$ cat config.mk
export PLATFORM = sky130hd
export DESIGN_NAME = rgb_led_fade_sequencer
export DESIGN_NICKNAME = d
export VERILOG_FILES = /design/src/rtl/core/rlfs_pkg.sv /design/src/rtl/core/rgb_led_fade_sequencer.sv /design/src/rtl/core/rlfs_cfg_regs.sv /design/src/rtl/core/rlfs_engine.sv
export VERILOG_INCLUDE_DIRS = /design/src /design/src/rtl/core
export SDC_FILE = /design/constraint.sdc
export NUM_CORES = 1
export LEC_CHECK = 0
export BUFFER_PORTS_ARGS = -buffer_cell sky130_fd_sc_hd__buf_4
export CAP_MARGIN = 20
export CELL_PAD_IN_SITES_DETAIL_PLACEMENT = 0
export CELL_PAD_IN_SITES_GLOBAL_PLACEMENT = 1
export CORE_MARGIN = 2
export CORE_UTILIZATION = 50
export DETAILED_ROUTE_END_ITERATION = 8
export GPL_TIMING_DRIVEN = 0
export MAX_ROUTING_LAYER = met4
export PLACE_DENSITY = 0.88
export SLEW_MARGIN = 20
export SYNTH_ARGS = -nofsm -noshare
export SYNTH_HDL_FRONTEND = slang
export SYNTH_SLANG_ARGS = --single-unit
export TNS_END_PERCENT = 100
$ cat constraint.sdc
create_clock -name clk_i -period 18.3 [get_ports clk_i]
set_input_delay 3.66 -clock clk_i [delete_from_list [all_inputs] [get_ports clk_i]]
set_output_delay 3.66 -clock clk_i [all_outputs]
set_load 0.03 [all_outputs]
$ cat src/rtl/core/rgb_led_fade_sequencer_macros.svh
// assertion macros for the rgb led fade sequencer
`ifndef RGB_LED_FADE_SEQUENCER_MACROS_SVH
`define RGB_LED_FADE_SEQUENCER_MACROS_SVH

`ifndef SYNTH
`define RLFS_ASSERT_IMP(label, clk, rst_n, ante, cons) \
  label: assert property (@(posedge clk) disable iff (!rst_n) (ante) |-> (cons)) \
    else $error("rlfs assertion failed");
`define RLFS_ASSERT_NXT(label, clk, rst_n, ante, cons) \
  label: assert property (@(posedge clk) disable iff (!rst_n) (ante) |=> (cons)) \
    else $error("rlfs assertion failed");
`else
`define RLFS_ASSERT_IMP(label, clk, rst_n, ante, cons)
`define RLFS_ASSERT_NXT(label, clk, rst_n, ante, cons)
`endif

`endif

$ cat src/rtl/core/rlfs_pkg.sv
// shared types and constants of the rgb led fade sequencer
package rlfs_pkg;

  localparam logic [1:0] OP_START  = 2'd0;
  localparam logic [1:0] OP_TICK   = 2'd1;
  localparam logic [1:0] OP_CHANGE = 2'd2;

  localparam logic [1:0] EFF_RISE  = 2'd0;
  localparam logic [1:0] EFF_CROSS = 2'd1;
  localparam logic [1:0] EFF_PAIR  = 2'd2;
  localparam logic [1:0] EFF_WIPE  = 2'd3;

  localparam logic [1:0] CFG_PWM_STEP    = 2'd0;
  localparam logic [1:0] CFG_PHASE_STEPS = 2'd1;
  localparam logic [1:0] CFG_STEP_MS     = 2'd2;
  localparam logic [1:0] CFG_FULL_LEVEL  = 2'd3;

  localparam logic [15:0] PWM_STEP_RST    = 16'd40;
  localparam logic [9:0]  PHASE_STEPS_RST = 10'd50;
  localparam logic [15:0] STEP_MS_RST     = 16'd20;
  localparam logic [15:0] FULL_LEVEL_RST  = 16'd2000;

  typedef struct packed {
    logic [15:0] pwm_step;
    logic [9:0]  phase_steps;
    logic [15:0] step_ms;
    logic [15:0] full_level;
  } cfg_t;

endpackage

$ cat src/rtl/core/rgb_led_fade_sequencer.sv
// rgb led fade sequencer top level
// a request goes through the request register, a single-pass effect update and
// the result register
// throughput: one request per cycle; the input stalls only while a request waits
// behind a stalled result
// reset: asynchronous active-low; engine duties zero and idle, config at defaults
module rgb_led_fade_sequencer #(
  parameter int DutyBits = 16
) (
  input  logic        clk_i,
  input  logic        rst_ni,
  input  logic        in_valid_i,
  output logic        in_stall_o,
  input  logic [1:0]  operation_i,
  input  logic [1:0]  effect_select_i,
  output logic        out_valid_o,
  input  logic        out_stall_i,
  output logic [15:0] red_duty_o,
  output logic [15:0] green_duty_o,
  output logic [15:0] blue_duty_o,
  output logic        busy_res_o,
  input  logic        cfg_we_i,
  input  logic [1:0]  cfg_idx_i,
  input  logic [15:0] cfg_wdata_i
);
  import rlfs_pkg::*;
  `include "rgb_led_fade_sequencer_macros.svh"

  cfg_t                cfg;
  logic                req_valid_q, req_valid_d;
  logic [1:0]          req_op_q, req_sel_q;
  logic                out_valid_q, out_valid_d;
  logic [DutyBits-1:0] red_q, green_q, blue_q;
  logic                busy_q;
  logic [DutyBits-1:0] eng_red, eng_green, eng_blue;
  logic                eng_run, eng_run_cur;
  logic                advance, in_take;

  rlfs_cfg_regs u_cfg (
    .clk_i       (clk_i),
    .rst_ni      (rst_ni),
    .cfg_we_i    (cfg_we_i),
    .cfg_idx_i   (cfg_idx_i),
    .cfg_wdata_i (cfg_wdata_i),
    .cfg_o       (cfg)
  );

  rlfs_engine #(
    .DutyBits (DutyBits)
  ) u_engine (
    .clk_i           (clk_i),
    .rst_ni          (rst_ni),
    .fire_i          (advance),
    .operation_i     (req_op_q),
    .effect_select_i (req_sel_q),
    .cfg_i           (cfg),
    .red_o           (eng_red),
    .green_o         (eng_green),
    .blue_o          (eng_blue),
    .running_o       (eng_run),
    .running_cur_o   (eng_run_cur)
  );

  assign advance     = req_valid_q && (!out_valid_q || !out_stall_i);
  assign in_stall_o  = req_valid_q && out_valid_q && out_stall_i;
  assign in_take     = in_valid_i && !in_stall_o;
  assign req_valid_d = in_take || (req_valid_q && !advance);
  assign out_valid_d = advance || (out_valid_q && out_stall_i);

  always_ff @(posedge clk_i or negedge rst_ni) begin
    if (!rst_ni) begin
      req_valid_q <= 1'b0;
      out_valid_q <= 1'b0;
    end else begin
      req_valid_q <= req_valid_d;
      out_valid_q <= out_valid_d;
    end
  end

  always_ff @(posedge clk_i) begin
    if (in_take) begin
      req_op_q  <= operation_i;
      req_sel_q <= effect_select_i;
    end
    if (advance) begin
      red_q   <= eng_red;
      green_q <= eng_green;
      blue_q  <= eng_blue;
      busy_q  <= eng_run;
    end
  end

  assign out_valid_o  = out_valid_q;
  assign red_duty_o   = 16'(red_q);
  assign green_duty_o = 16'(green_q);
  assign blue_duty_o  = 16'(blue_q);
  assign busy_res_o   = busy_q;

  `RLFS_ASSERT_NXT(a_advance_gives_result, clk_i, rst_ni, advance, out_valid_o)
  `RLFS_ASSERT_IMP(a_stall_only_when_blocked, clk_i, rst_ni, in_stall_o,
                   out_valid_q && out_stall_i && req_valid_q)
  `RLFS_ASSERT_IMP(a_only_start_raises_busy, clk_i, rst_ni,
                   advance && (req_op_q != OP_START), !eng_run || eng_run_cur)

endmodule

$ cat src/rtl/core/rlfs_cfg_regs.sv
// configuration register file of the fade sequencer
module rlfs_cfg_regs (
  input  logic          clk_i,
  input  logic          rst_ni,
  input  logic          cfg_we_i,
  input  logic [1:0]    cfg_idx_i,
  input  logic [15:0]   cfg_wdata_i,
  output rlfs_pkg::cfg_t cfg_o
);
  import rlfs_pkg::*;

  cfg_t cfg_q, cfg_d;

  always_comb begin
    cfg_d = cfg_q;
    if (cfg_we_i) begin
      unique case (cfg_idx_i)
        CFG_PWM_STEP:    cfg_d.pwm_step    = cfg_wdata_i;
        CFG_PHASE_STEPS: cfg_d.phase_steps = cfg_wdata_i[9:0];
        CFG_STEP_MS:     cfg_d.step_ms     = cfg_wdata_i;
        CFG_FULL_LEVEL:  cfg_d.full_level  = cfg_wdata_i;
        default:         cfg_d = cfg_q;
      endcase
    end
  end

  always_ff @(posedge clk_i or negedge rst_ni) begin
    if (!rst_ni) begin
      cfg_q.pwm_step    <= PWM_STEP_RST;
      cfg_q.phase_steps <= PHASE_STEPS_RST;
      cfg_q.step_ms     <= STEP_MS_RST;
      cfg_q.full_level  <= FULL_LEVEL_RST;
    end else begin
      cfg_q <= cfg_d;
    end
  end

  assign cfg_o = cfg_q;

endmodule

$ cat src/rtl/core/rlfs_engine.sv
// effect sequencing state and per-request duty update
module rlfs_engine #(
  parameter int DutyBits = 16
) (
  input  logic                clk_i,
  input  logic                rst_ni,
  input  logic                fire_i,
  input  logic [1:0]          operation_i,
  input  logic [1:0]          effect_select_i,
  input  rlfs_pkg::cfg_t      cfg_i,
  output logic [DutyBits-1:0] red_o,
  output logic [DutyBits-1:0] green_o,
  output logic [DutyBits-1:0] blue_o,
  output logic                running_o,
  output logic                running_cur_o
);
  import rlfs_pkg::*;

  logic [DutyBits-1:0] red_q, red_d, green_q, green_d, blue_q, blue_d;
  logic [1:0]          effect_q, effect_d;
  logic [1:0]          phase_q, phase_d;
  logic [9:0]          iter_q, iter_d;
  logic [16:0]         delay_q, delay_d;
  logic                abort_q, abort_d;
  logic                running_q, running_d;

  logic [DutyBits-1:0] step, full;
  logic [16:0]         ms, total_ms, delay_inc;
  logic [9:0]          iter_inc;
  logic                steps_zero;
  logic                ent_go;
  logic [2:0]          ent_p;
  logic [2:0]          ph_total;
  logic                upd_en;
  logic [1:0]          upd_p;

  assign step       = cfg_i.pwm_step[DutyBits-1:0];
  assign full       = cfg_i.full_level[DutyBits-1:0];
  assign steps_zero = (cfg_i.phase_steps == 10'd0);
  assign ms         = (cfg_i.step_ms == 16'd0) ? 17'd1 : {1'b0, cfg_i.step_ms};
  assign total_ms   = (effect_q == EFF_WIPE) ? {ms[15:0], 1'b0} : ms;
  assign delay_inc  = delay_q + 17'd1;
  assign iter_inc   = iter_q + 10'd1;

  always_comb begin
    logic [2:0] kk;
    logic       hit;
    red_d     = red_q;
    green_d   = green_q;
    blue_d    = blue_q;
    effect_d  = effect_q;
    phase_d   = phase_q;
    iter_d    = iter_q;
    delay_d   = delay_q;
    abort_d   = abort_q;
    running_d = running_q;
    ent_go    = 1'b0;
    ent_p     = 3'd0;
    upd_en    = 1'b0;
    upd_p     = phase_q;
    kk        = 3'd0;
    hit       = 1'b0;

    if (fire_i) begin
      case (operation_i)
        OP_START: begin
          effect_d  = effect_select_i;
          running_d = 1'b1;
          ent_go    = 1'b1;
          ent_p     = 3'd0;
        end
        OP_TICK: begin
          if (running_q) begin
            delay_d = delay_inc;
            if ((effect_q == EFF_WIPE) && (delay_inc == ms) && abort_q) begin
              abort_d   = 1'b0;
              running_d = 1'b0;
            end else if (delay_inc >= total_ms) begin
              iter_d = iter_inc;
              if (iter_inc >= cfg_i.phase_steps) begin
                ent_go = 1'b1;
                ent_p  = {1'b0, phase_q} + 3'd1;
              end else begin
                upd_en = 1'b1;
                upd_p  = phase_q;
              end
            end
          end
        end
        OP_CHANGE: abort_d = 1'b1;
        default: ;
      endcase
    end

    ph_total = (effect_d == EFF_WIPE) ? 3'd4 : 3'd3;

    // phase entry loads, chained through skipped phases
    if (ent_go) begin
      for (int k = 0; k < 5; k++) begin
        kk  = 3'(k);
        hit = (kk >= ent_p) && ((kk == ent_p) || (steps_zero && (kk <= ph_total)));
        if (hit) begin
          case (effect_d)
            EFF_CROSS: begin
              if (kk == 3'd0) blue_d = full;
            end
            EFF_PAIR: begin
              if (kk == 3'd1) begin
                green_d = '0;
                red_d   = '0;
              end else if (kk == 3'd2) begin
                green_d = '0;
                blue_d  = '0;
              end
            end
            EFF_WIPE: begin
              case (kk)
                3'd0: begin
                  blue_d = '0;
                  red_d  = full;
                end
                3'd1: begin
                  blue_d = full;
                  red_d  = '0;
                end
                3'd2: begin
                  red_d   = '0;
                  blue_d  = '0;
                  green_d = full;
                end
                3'd3: begin
                  blue_d  = full;
                  green_d = '0;
                end
                default: green_d = '0;
              endcase
            end
            default: ;
          endcase
        end
      end
      if (!steps_zero && (ent_p < ph_total)) begin
        phase_d = ent_p[1:0];
        iter_d  = 10'd0;
        upd_en  = 1'b1;
        upd_p   = ent_p[1:0];
      end else begin
        running_d = 1'b0;
      end
    end

    // one iteration of the ramp
    if (upd_en) begin
      delay_d = 17'd0;
      case ({effect_d, upd_p})
        {EFF_RISE, 2'd0}:  red_d   = red_d + step;
        {EFF_RISE, 2'd1}:  green_d = green_d + step;
        {EFF_RISE, 2'd2}:  blue_d  = blue_d + step;
        {EFF_CROSS, 2'd0}: begin
          blue_d = blue_d - step;
          red_d  = red_d + step;
        end
        {EFF_CROSS, 2'd1}: begin
          red_d   = red_d - step;
          green_d = green_d + step;
        end
        {EFF_CROSS, 2'd2}: begin
          green_d = green_d - step;
          blue_d  = blue_d + step;
        end
        {EFF_PAIR, 2'd0}: begin
          green_d = green_d + step;
          red_d   = red_d + step;
        end
        {EFF_PAIR, 2'd1}: begin
          green_d = green_d + step;
          blue_d  = blue_d + step;
        end
        {EFF_PAIR, 2'd2}: begin
          blue_d = blue_d + step;
          red_d  = red_d + step;
        end
        {EFF_WIPE, 2'd0}:  blue_d  = blue_d + step;
        {EFF_WIPE, 2'd1}:  red_d   = red_d + step;
        {EFF_WIPE, 2'd2}:  blue_d  = blue_d + step;
        {EFF_WIPE, 2'd3}:  green_d = green_d + step;
        default: ;
      endcase
      if ((effect_d != EFF_WIPE) && abort_d) begin
        abort_d   = 1'b0;
        running_d = 1'b0;
      end
    end
  end

  always_ff @(posedge clk_i or negedge rst_ni) begin
    if (!rst_ni) begin
      red_q     <= '0;
      green_q   <= '0;
      blue_q    <= '0;
      effect_q  <= 2'd0;
      phase_q   <= 2'd0;
      iter_q    <= 10'd0;
      delay_q   <= 17'd0;
      abort_q   <= 1'b0;
      running_q <= 1'b0;
    end else begin
      red_q     <= red_d;
      green_q   <= green_d;
      blue_q    <= blue_d;
      effect_q  <= effect_d;
      phase_q   <= phase_d;
      iter_q    <= iter_d;
      delay_q   <= delay_d;
      abort_q   <= abort_d;
      running_q <= running_d;
    end
  end

  assign red_o         = red_d;
  assign green_o       = green_d;
  assign blue_o        = blue_d;
  assign running_o     = running_d;
  assign running_cur_o = running_q;

endmodule
==> results summary <==
The floorplan has 58 rows. The largest fanout on the critical path came out at 17. Setup violations remaining at the end of the flow were counted as 0. The antenna violation net count after detailed routing is 0. Summing the areas of all xor and xnor instances in the mapped netlist gives 8.96% of the synthesized area. The number of global-route vias before repair is 9383. The power per standard cell area is 144 mW/mm^2. The pre-antenna-repair detailed-routing pass consisted of 5 iterations. The placed wire-length estimate after detailed placement is between 20000 and 25000 microns. Sequential cells were found to cover 40.6% of the synthesized design area. The number of vias after detailed routing came out at 9547. The flow ran to the end, and the final reports show no timing, DRC or antenna violations.

The clock tree from TritonCTS is yes. The cell with the largest stage delay on the worst path is sky130_fd_sc_hd__mux2i_1. The average cell area after synthesis is 10.3 sq um. The number of cells upsized or downsized after cts is 0. The net count after synthesis came out at 1334.

The critical path contains buffers and inverters numbering 6 combined. The clock sink count came out at about 190. The die footprint is 0.0266 sq mm.

Entering global routing, the biggest net connects 88 pins. Counting flops with an async set or reset pin after synthesis yields a share of 72.7%. The total routing resource utilization after global routing came out at approximately a quarter. During synthesis, Yosys emitted a total of 0 warnings. The layout cell share with drive strength beyond 1 came out at about a fifth. After clock tree synthesis, the setup repair step added 0 buffers.

The endpoint arrival time on the critical path came out at 12430 ps. The number of buffers inserted during clock tree synthesis came out at 17. Among all flip-flop cells after synthesis, the most frequent one is sky130_fd_sc_hd__dfrtp_1.

The mean number of vias per cell is 5.73. The total overflow left after global routing is 0. The clock latency on the worst-skew pair is around 450 ps. The cell family contributing the most delay on the critical path is compound AO/OA/AOI/OAI gates. The worst hold path belongs to the class flop to flop.

The number of buffers on the longest clock path is 2. The share of synthesized area in the top cell type comes to approximately 25%. The worst-case clock skew came out at 20.5 ps. Setup repair after global routing left no endpoint under its margin. The count of final hold-check violations is 0. The max-cap violation count is 0.

The post-route fraction of the period consumed by the critical path is 67.0%. The biggest area contributor in the post-synthesis netlist is sky130_fd_sc_hd__dfrtp_1. The initial standard-cell utilization of the core came out at between 50 and 60%. The count of flip-flops with a built-in enable after synthesis came out at 53. After detailed placement, the design holds a cell count of 1633.

The transition at the pin with the smallest max-transition slack came out at just over 900 ps. After Yosys synthesis, full adders, half adders and majority gates account for 8.49% of the synthesized area. The netlist area before placement came out at 0.0126 sq mm.

STA classifies the critical path endpoint as a flop. After technology mapping, the gate count stands at 1223. The max-slew violation total from the final report is 0. The number of different library cells used by synthesis comes to 80. The core footprint is 0.0250 sq mm.

The post-layout instance count excluding filler cells is 1665. The shortest clock period the worst path allows after layout is roughly 12000 ps. At the worst endpoint, the required time is ~18000 ps. The top cell types in the final layout, fill and taps aside, are 128 x sky130_fd_sc_hd__dfrtp_1, 90 x sky130_fd_sc_hd__nand2_1, 90 x sky130_fd_sc_hd__mux2_2, 85 x sky130_fd_sc_hd__nor2_1, 81 x sky130_fd_sc_hd__ha_1. The weighted congestion at the end of routability-driven global placement came out at roughly 0.91. The DRC marker count from the first detailed-route iteration came out at 598.

The area growth from synthesis to layout is 13.1%. The DRC violation count after routing is 0. For this run, the top clock speed supported by timing is 0.0816 GHz. CTS built an H-tree with a depth of 4.

The net count of the finished layout is between 1000 and 1500. STA classifies the critical path startpoint as an input pin. The setup TNS came out at 0 ps.

The compound-cell area share of the yosys netlist is a little over an eighth. The portion of netlist area occupied by mux cells came out at 11.2%. Of the total synthesized cell area, the portion taken by AND, OR, NAND and NOR gates is between 10 and 15%.

The worst-case IR drop observed on VDD is 0.0868 mV. The library cell used most frequently in the layout, excluding fill and tap cells, is sky130_fd_sc_hd__dfrtp_1. The critical path's most frequent cell is sky130_fd_sc_hd__a21oi_1.

The number of input and output port buffers inserted came out at 77. After clock tree synthesis, the clock-pin slew on the worst setup and hold paths is 80 ps. After synthesis, the cell types taking the most area are sky130_fd_sc_hd__dfrtp_1 25%, sky130_fd_sc_hd__edfxtp_1 13%, sky130_fd_sc_hd__ha_1 8.0%, sky130_fd_sc_hd__mux2_2 8.0%, sky130_fd_sc_hd__xnor2_1 5.4%. The register bit count reported by yosys came out at 194. The repair_antennas step left the layout with diodes totalling 0. The die width is between 150 and 200 microns. The routed wire length per instance came out at 19.2 microns. Wires add up to about 32000 microns. The top-level I/O count came out at 78. The worst-case headroom to the max-slew limit is around two fifths. The die span in y came out at around 160 microns. By startpoint and endpoint, the worst setup path is classified as input pin to flop. The number of buffers inserted for hold repair after clock tree synthesis is 0.

The number of antenna violations at the first check in global routing came out at 0. After synthesis, the largest family of logic cells by area is simple AND/OR/NAND/NOR gates. The highest cell delay on the worst timing path is about 610 ps. The layout has 2206 filler cells.

The leakage component of the power came out at 6.38 nW. The wire length of the first global-routing pass came out at 51300 microns. The tree is rooted in a sky130_fd_sc_hd__clkbuf_16.
metrics by stage:
stage | cell area (sq um) | hold slack [ps] | setup slack (ps) | power, mW | util, %
finish | 14300 | 495 | 6050 | 2.05 | 57.3
floorplan | 12600 | 444 | 5050 | 1.42 | -
detailed placement | 13700 | 472 | 5720 | 1.67 | 55.0
CTS | 14300 | 504 | 6150 | 2.05 | 57.3
global route | 14300 | 539 | 5320 | 2.19 | 57.3
global placement | 13600 | 469 | 1070 | 1.64 | 54.6
cells by family after synthesis:
| logic type | count (synthesis) |
|---|---|
| buffers and inverters | 114 |
| XOR/XNOR | 123 |
| adder cells (fa/ha/maj) | 84 |
| multiplexers | 130 |
| AO/OA/AOI/OAI | 237 |
| flip-flops | 194 |
| AND/OR/NAND/NOR | 341 |
report_power, final:
part / internal, mW / switching, mW
logic: 0.461 / 0.571
registers: 0.580 / 0.0682
clock network: 0.182 / 0.191
total: 1.22 / 0.829
sequential cells by signal, summed over array words and instances (netlist names), 10 cells and up:
register,flops
blue_duty_o,16
green_duty_o,16
red_duty_o,16
u_cfg.cfg_o,58
u_engine.blue_q,16
u_engine.delay_q,17
u_engine.green_q,16
u_engine.iter_q,10
u_engine.red_q,16
routing by layer:
layer | vias up | GRT usage [%] | part of all wire [%]
met1 | 4622 | 36.3 | 48
li1 | 4629 | - | -
met5 | - | - | 0
met4 | 0 | 7.04 | 2.0
met3 | 36 | 3.69 | 5.1
met2 | 260 | 39.2 | 45
final cells by class:
class,instances,area (sq um),area share (%)
inverters,54,203,1.42
repair buffers,80,668,4.67
flip-flops and latches,194,5140,35.9
clock buffers,17,425,2.97
well taps,330,413,2.89
multi-input cells,915,7050,49.3
plain buffers,60,263,1.84
clock inverters,15,144,1.01
synthesized netlist by cell type (12+ instances only):
| cell | number |
|---|---|
| sky130_fd_sc_hd__xor2_1 | 41 |
| sky130_fd_sc_hd__nand2b_1 | 23 |
| sky130_fd_sc_hd__edfxtp_1 | 53 |
| sky130_fd_sc_hd__nand3_1 | 22 |
| sky130_fd_sc_hd__nand4_1 | 16 |
| sky130_fd_sc_hd__inv_1 | 52 |
| sky130_fd_sc_hd__xnor2_1 | 78 |
| sky130_fd_sc_hd__nand2_1 | 90 |
| sky130_fd_sc_hd__clkbuf_1 | 35 |
| sky130_fd_sc_hd__a21o_1 | 17 |
| sky130_fd_sc_hd__o21ai_0 | 48 |
| sky130_fd_sc_hd__nor2_1 | 85 |
| sky130_fd_sc_hd__o31ai_1 | 12 |
| sky130_fd_sc_hd__dfstp_2 | 13 |
| sky130_fd_sc_hd__a31oi_1 | 12 |
| sky130_fd_sc_hd__mux2i_1 | 39 |
| sky130_fd_sc_hd__a22o_1 | 28 |
| sky130_fd_sc_hd__dfrtp_1 | 128 |
| sky130_fd_sc_hd__a21oi_1 | 30 |
| sky130_fd_sc_hd__and3_1 | 14 |
| sky130_fd_sc_hd__o21a_1 | 13 |
| sky130_fd_sc_hd__mux2_2 | 90 |
| sky130_fd_sc_hd__ha_1 | 81 |
| sky130_fd_sc_hd__nor3_1 | 20 |
| sky130_fd_sc_hd__or3_1 | 13 |
| sky130_fd_sc_hd__buf_2 | 18 |
path summary, 6_finish.rpt:
kind / slack, ps / cells after the start / start / to
setup / recovery: 6050 / 34 / out_stall_i / red_duty_o[15]$_DFFE_PP_
hold / removal: 490 / 1 / req_valid_q$_DFF_PN0_ / out_valid_o$_DFF_PN0_
setup reg to reg: 7910 / 38 / u_engine.delay_q[0]$_DFFE_PN0P_ / red_duty_o[15]$_DFFE_PP_
hold reg to reg: 490 / 1 / req_valid_q$_DFF_PN0_ / out_valid_o$_DFF_PN0_
max in group asynchronous: 14260 / 2 / rst_ni / u_cfg.cfg_o[33]$_DFFE_PN1P_
min in group asynchronous: 3190 / 1 / rst_ni / u_engine.delay_q[0]$_DFFE_PN0P_
No activity file was read; power rests on OpenSTA's default activity.
